[src/apt_ram.sv]
// generic single write port, single read port ram with registered read
module apt_ram #(
    parameter int WIDTH = 8,
    parameter int DEPTH = 16,
    localparam int ADDR_W = $clog2(DEPTH)
) (
    input  logic              clk,
    input  logic              wr_en,
    input  logic [ADDR_W-1:0] wr_addr,
    input  logic [WIDTH-1:0]  wr_data,
    input  logic              rd_en,
    input  logic [ADDR_W-1:0] rd_addr,
    output logic [WIDTH-1:0]  rd_data
);

    logic [WIDTH-1:0] mem_reg [DEPTH];
    logic [WIDTH-1:0] rd_data_reg;

    // write port
    always_ff @(posedge clk)
    begin
        if (wr_en)
        begin
            mem_reg[wr_addr] <= wr_data;
        end
    end

    // read port, data held until the next read
    always_ff @(posedge clk)
    begin
        if (rd_en)
        begin
            rd_data_reg <= mem_reg[rd_addr];
        end
    end

    assign rd_data = rd_data_reg;

endmodule
[config.mk]
export PLATFORM = sky130hd
export DESIGN_NAME = apt_ram
export DESIGN_NICKNAME = d
export VERILOG_FILES = /design/src/apt_ram.sv
export SDC_FILE = /design/constraint.sdc
export NUM_CORES = 1
export LEC_CHECK = 0
export BUFFER_PORTS_ARGS = -buffer_cell sky130_fd_sc_hd__buf_2
export CORE_MARGIN = 8
export CORE_UTILIZATION = 27
export CTS_BUF_LIST = sky130_fd_sc_hd__clkbuf_8
export DETAILED_ROUTE_END_ITERATION = 16
export PLACE_DENSITY = 0.5
export SYNTH_ARGS = -nofsm -noshare
export SYNTH_HDL_FRONTEND = slang
export SYNTH_SLANG_ARGS = --single-unit
[constraint.sdc]
create_clock -name clk -period 2.2 [get_ports clk]
set_clock_uncertainty 0.2 [all_clocks]
set_input_delay 0.11 -clock clk [delete_from_list [all_inputs] [get_ports clk]]
set_output_delay 0.11 -clock clk [all_outputs]
set_load 0.02 [all_outputs]
# Yosys cells after proc, flatten, opt, wreduce, memory -nomap -nowiden

Memory sizes are Yosys's and may differ from the RTL's. A register that Yosys moved wholly into a read port is not among the register bits.
Cells that the tools add are included.
Widths: inputs -> output; s select.

Multiplexer cells: 2

Operators with widths:

| cell   | count |
|---|---|
| $mux 1 | 2 |

Flip-flop bits (word level): 0
Bits in writable memories: 128
Output and inout bits: 8
Word-level logic and storage cells: 3
Memories kept: 1

Memories:

| memory  | depth | width | read ports | clocked after memory_dff | write ports | RTL line | text |
|---|---|---|---|---|---|---|---|
| mem_reg | 16    | 8     | 1          | 1                        | 1           | 16       | `logic [WIDTH-1:0] mem_reg [DEPTH];` |

# Depth between registers and ports, before layout

Word-level depth: 2
Depth in mapped cells: 5
Gate-level depth less buffers: 3

# Least setup slack after synthesis

OpenSTA, ideal clock, no wires.

Path type: input to register
Start point: input port wr_addr[2]
End point: memory mem_reg[0][0] (enable)
Library setup time: 0.383 ns
Arrival time: 1.220 ns
Required time: 1.617 ns
Slack: 0.397 ns
Cell stages on the path: 2
Buffers on the path: 0
Cells stage by stage: or3b_2 -> nor3_1

RTL lines:

| item        | RTL line | text |
|---|---|---|
| from (decl) | 9        | `input logic [ADDR_W-1:0] wr_addr,` |
| to (decl)   | 16       |  |

Straight into the memory's write port.

# Worst setup path after layout

Start point: input port wr_addr[2]
End point: memory mem_reg[14][1] (enable)

Straight into the memory's write port.

==> summary.md <==
| Metric | Value |
|---|---|
| Status | finished clean |
| Post-Synthesis Net Count | 248 |
| Chip Width | roughly 160 µm |
| Reg clk slew, reported paths | around 0.07 ns |
| First DRT Iteration DRCs | around 180 |
| Final setup viols | 0 |
| Grt ovf | 0 |
| Final period util | slightly above 90% |
| Top-area cell type share of the netlist area | roughly 80% |
| Post-Place Setup Slack | ~0.023 ns |
| CTS HTree Levels | 4 |
| Final GP Congestion | approximately 0.70 |
| Clk Latency, worst-skew pair | 0.43 ns |
| Num ports | 27 |
| Post-DRT Antenna Nets | 0 |
| Initial antenna violation count | 0 |
| Final Hold Viols | 0 |
| Die Y | between 150 and 200 µm |
| Sequential cell area fraction in the yosys report | between 70 and 80% |
| Pwr Density | about 830 nW/µm² |
| CP Data Required Time | 2.14 ns |
| CTS max path bufs | 2 |
| Vias in the first global route | about 2700 |
| Cell Rows | between 50 and 60 |
| Final nets | between 300 and 400 |
| Leakage | between 2 and 2.5 nW |
| Setup Crit Path Kind | in -> reg |
| CTS tree | built |
| Maximum clock frequency | between 400 and 500 MHz |
| CP max stage cell | dlygate4sd3_1 |
| R2R setup slack | about 0.36 ns |
| Reg power frac | 56.3% |
| WHS | about 0.040 ns |
| Seq cells post-synth | around 140 |
| Global-route wire length before repair | about 17 mm |
| Clk network pwr share | between 30 and 40% |
| Synth area leader | edfxtp_1 |
| Most common cell on crit path | dlygate4sd3_1 |
| Ant. Diodes | 0 |
| DRC | 0 |
| Starting density of the core | roughly 27% |
| Critical path startpoint category | input pin |
| Post-synth EDFFs | around 140 |
| Setup tns final | 0 ns |
| Port buffer count | 26 |
| Core ar. | approximately 19000 µm² |
| Post-Synthesis Cells | around 230 |
| Largest net degree at the start of global routing | 33 |
| Synth Cell Area | 5228 µm² |
| Net Sw Frac | between 20 and 25% |
| Gr usage total | 10.26% |
| Area growth syn-to-layout | 20.15% |
| Critical path buffers and inverters | 4 |
| Largest register FFs | 128 |
| Count leader, synth | edfxtp_1 |
| CP endpoint kind | register |
| Number of CTS-inserted buffers | 17 |
| CP max FO | 5 |
| Die area | 24070 µm² |
| NetSw | between 1 and 1.5 mW |
| Max-cap viol count | 0 |
| Asr flop ratio synth | 0% |
| Slew @ Worst Pin | roughly 0.47 ns |
| Syn_area_per_cell | 22.83 µm² |
| Root Driver | clkbuf_8 |
| YS warnings | 0 |
| Critical path data arrival time | about 2.0 ns |
| Detailed placer's ending HPWL | approximately 7.6 mm |
| Logic pwr share | under 10% |
| Internal power | a little over 4 mW |
| Relative slew slack | between 60% and 70% |
| Top post-synthesis cells by count | edfxtp_1 (136), mux4_2 (18), a22oi_1 (16) |
| Post-route minimum period | roughly 2.0 ns |
| Share of layout cells above drive strength 1 | slightly below 30% |
| RSZ-0062 raised after global routing | false |
| Area contributors post-synth | edfxtp_1 (78%), mux4_2 (7.8%), mux4_1 (7.0%) |
| Worst path max stage delay | 0.59 ns |
| Vias/cell | roughly 4.4 |
| Post-synth cell types | 18 |
| WL per Instance | approximately 20 µm |
| Via count | between 2000 and 3000 |
| Final-report max-slew violation count | 0 |
| Critical-path cell list | dlygate4sd3_1 > buf_2 > nand3_1 > dlygate4sd3_1 > nor2_1 > buf_4 |
| TritonRoute pass-1 iters | 4 |
| Clock sink count | roughly 140 |
| Maximum VDD drop | ~0.34 mV |
| Crit path max-delay family | buffers and inverters |
| WL final | roughly 12 mm |
| Worst min-delay path class | in -> reg |
| Setup WS post-layout | between 0.15 and 0.2 ns |
| Main synth FF type | edfxtp_1 |
| Post-CTS Setup Bufs | 0 |
-- power groups by stage --
| stage | Clock (mW) | Sequential, mW | Combinational [mW] |
|---|---|---|---|
| after floorplan | 0 | 3.00 | 0.147 |
| after global placement | 0 | 2.99 | 0.298 |
| after detailed placement | 0 | 2.99 | 0.302 |
| after CTS | 2.03 | 2.93 | 0.318 |
| after global routing | 2.14 | 2.94 | 0.337 |
| final | 1.97 | 2.93 | 0.312 |
-- cell type report --
type / instances / area (µm²)
Sequential cell: 136 / 4084
Clock buffer: 17 / 234.0
Clock inverter: 15 / 143.9
Timing Repair Buffer: 59 / 430.4
Fill cell: 1842 / 12930
Multi-Input combinational cell: 83 / 1057
Tap cell: 265 / 331.6
-- repair_timing --
item / in CTS / in global routing
setup endpoints to repair: 0 / 0
resized for setup: 0 / 0
hold endpoints to repair: 142 / 0
hold buffers: 11 / 0
-- cell usage in the layout (no fill, tap or decap) --
cell type,n
a22oi_1,16
and2_1,1
and2b_1,1
buf_12,2
buf_2,26
buf_4,20
bufinv_16,3
clkbuf_8,17
clkinv_1,4
clkinv_2,4
clkinvlp_4,1
dlygate4sd3_1,11
edfxtp_1,136
inv_1,3
mux4_1,14
mux4_2,18
nand2_1,9
nand2b_1,2
nand3_1,1
nand3b_1,2
nor2_1,13
nor2b_1,1
nor3_1,4
or3b_2,1
-- logic make-up (layout without fill, tap and decap cells) --
logic type,count (synthesis),count (layout),synth area share (%)
AO/OA/AOI/OAI,16,16,2.298
AND/OR/NAND/NOR,35,35,3.136
flip-flops,136,136,78.12
buffers and inverters,10,91,1.651
multiplexers,32,32,14.79
-- worst reg2reg max path, stage by stage (launching register included) --
cell and delay (ns):
edfxtp_1 0.36, mux4_1 0.55, a22oi_1 0.36, nand2_1 0.11
-- worst paths after layout --
check	startpoint	end	depth (start not counted)
hold reg to reg	mem_reg[12][1]	rd_data[1]	3
setup / recovery	wr_addr[2]	mem_reg[14][1]	6
hold / removal	wr_addr[0]	mem_reg[12][6]	3
setup reg to reg	mem_reg[10][4]	rd_data[4]	3
-- layer usage --
layer	up-vias	track usage, %	wire length (µm)
met1	1340	12.85	5451
met5	-	0	0
met4	0	4.200	157
met2	43	16.31	5614
li1	1115	-	-
met3	13	3.079	383
-- stage by stage --
step / instances / power, mW / instance area, µm² / utilization [%]
after CTS: 575 / 5.282 / 6281 / 32.70
after global placement: 532 / 3.288 / 5793 / 30.16
after floorplan: 229 / 3.148 / 5228 / -
final: 575 / 5.211 / 6281 / 32.70
after detailed placement: 532 / 3.293 / 5793 / 30.16
after global routing: 575 / 5.410 / 6281 / 32.70
(Power assumes the default switching activity.)
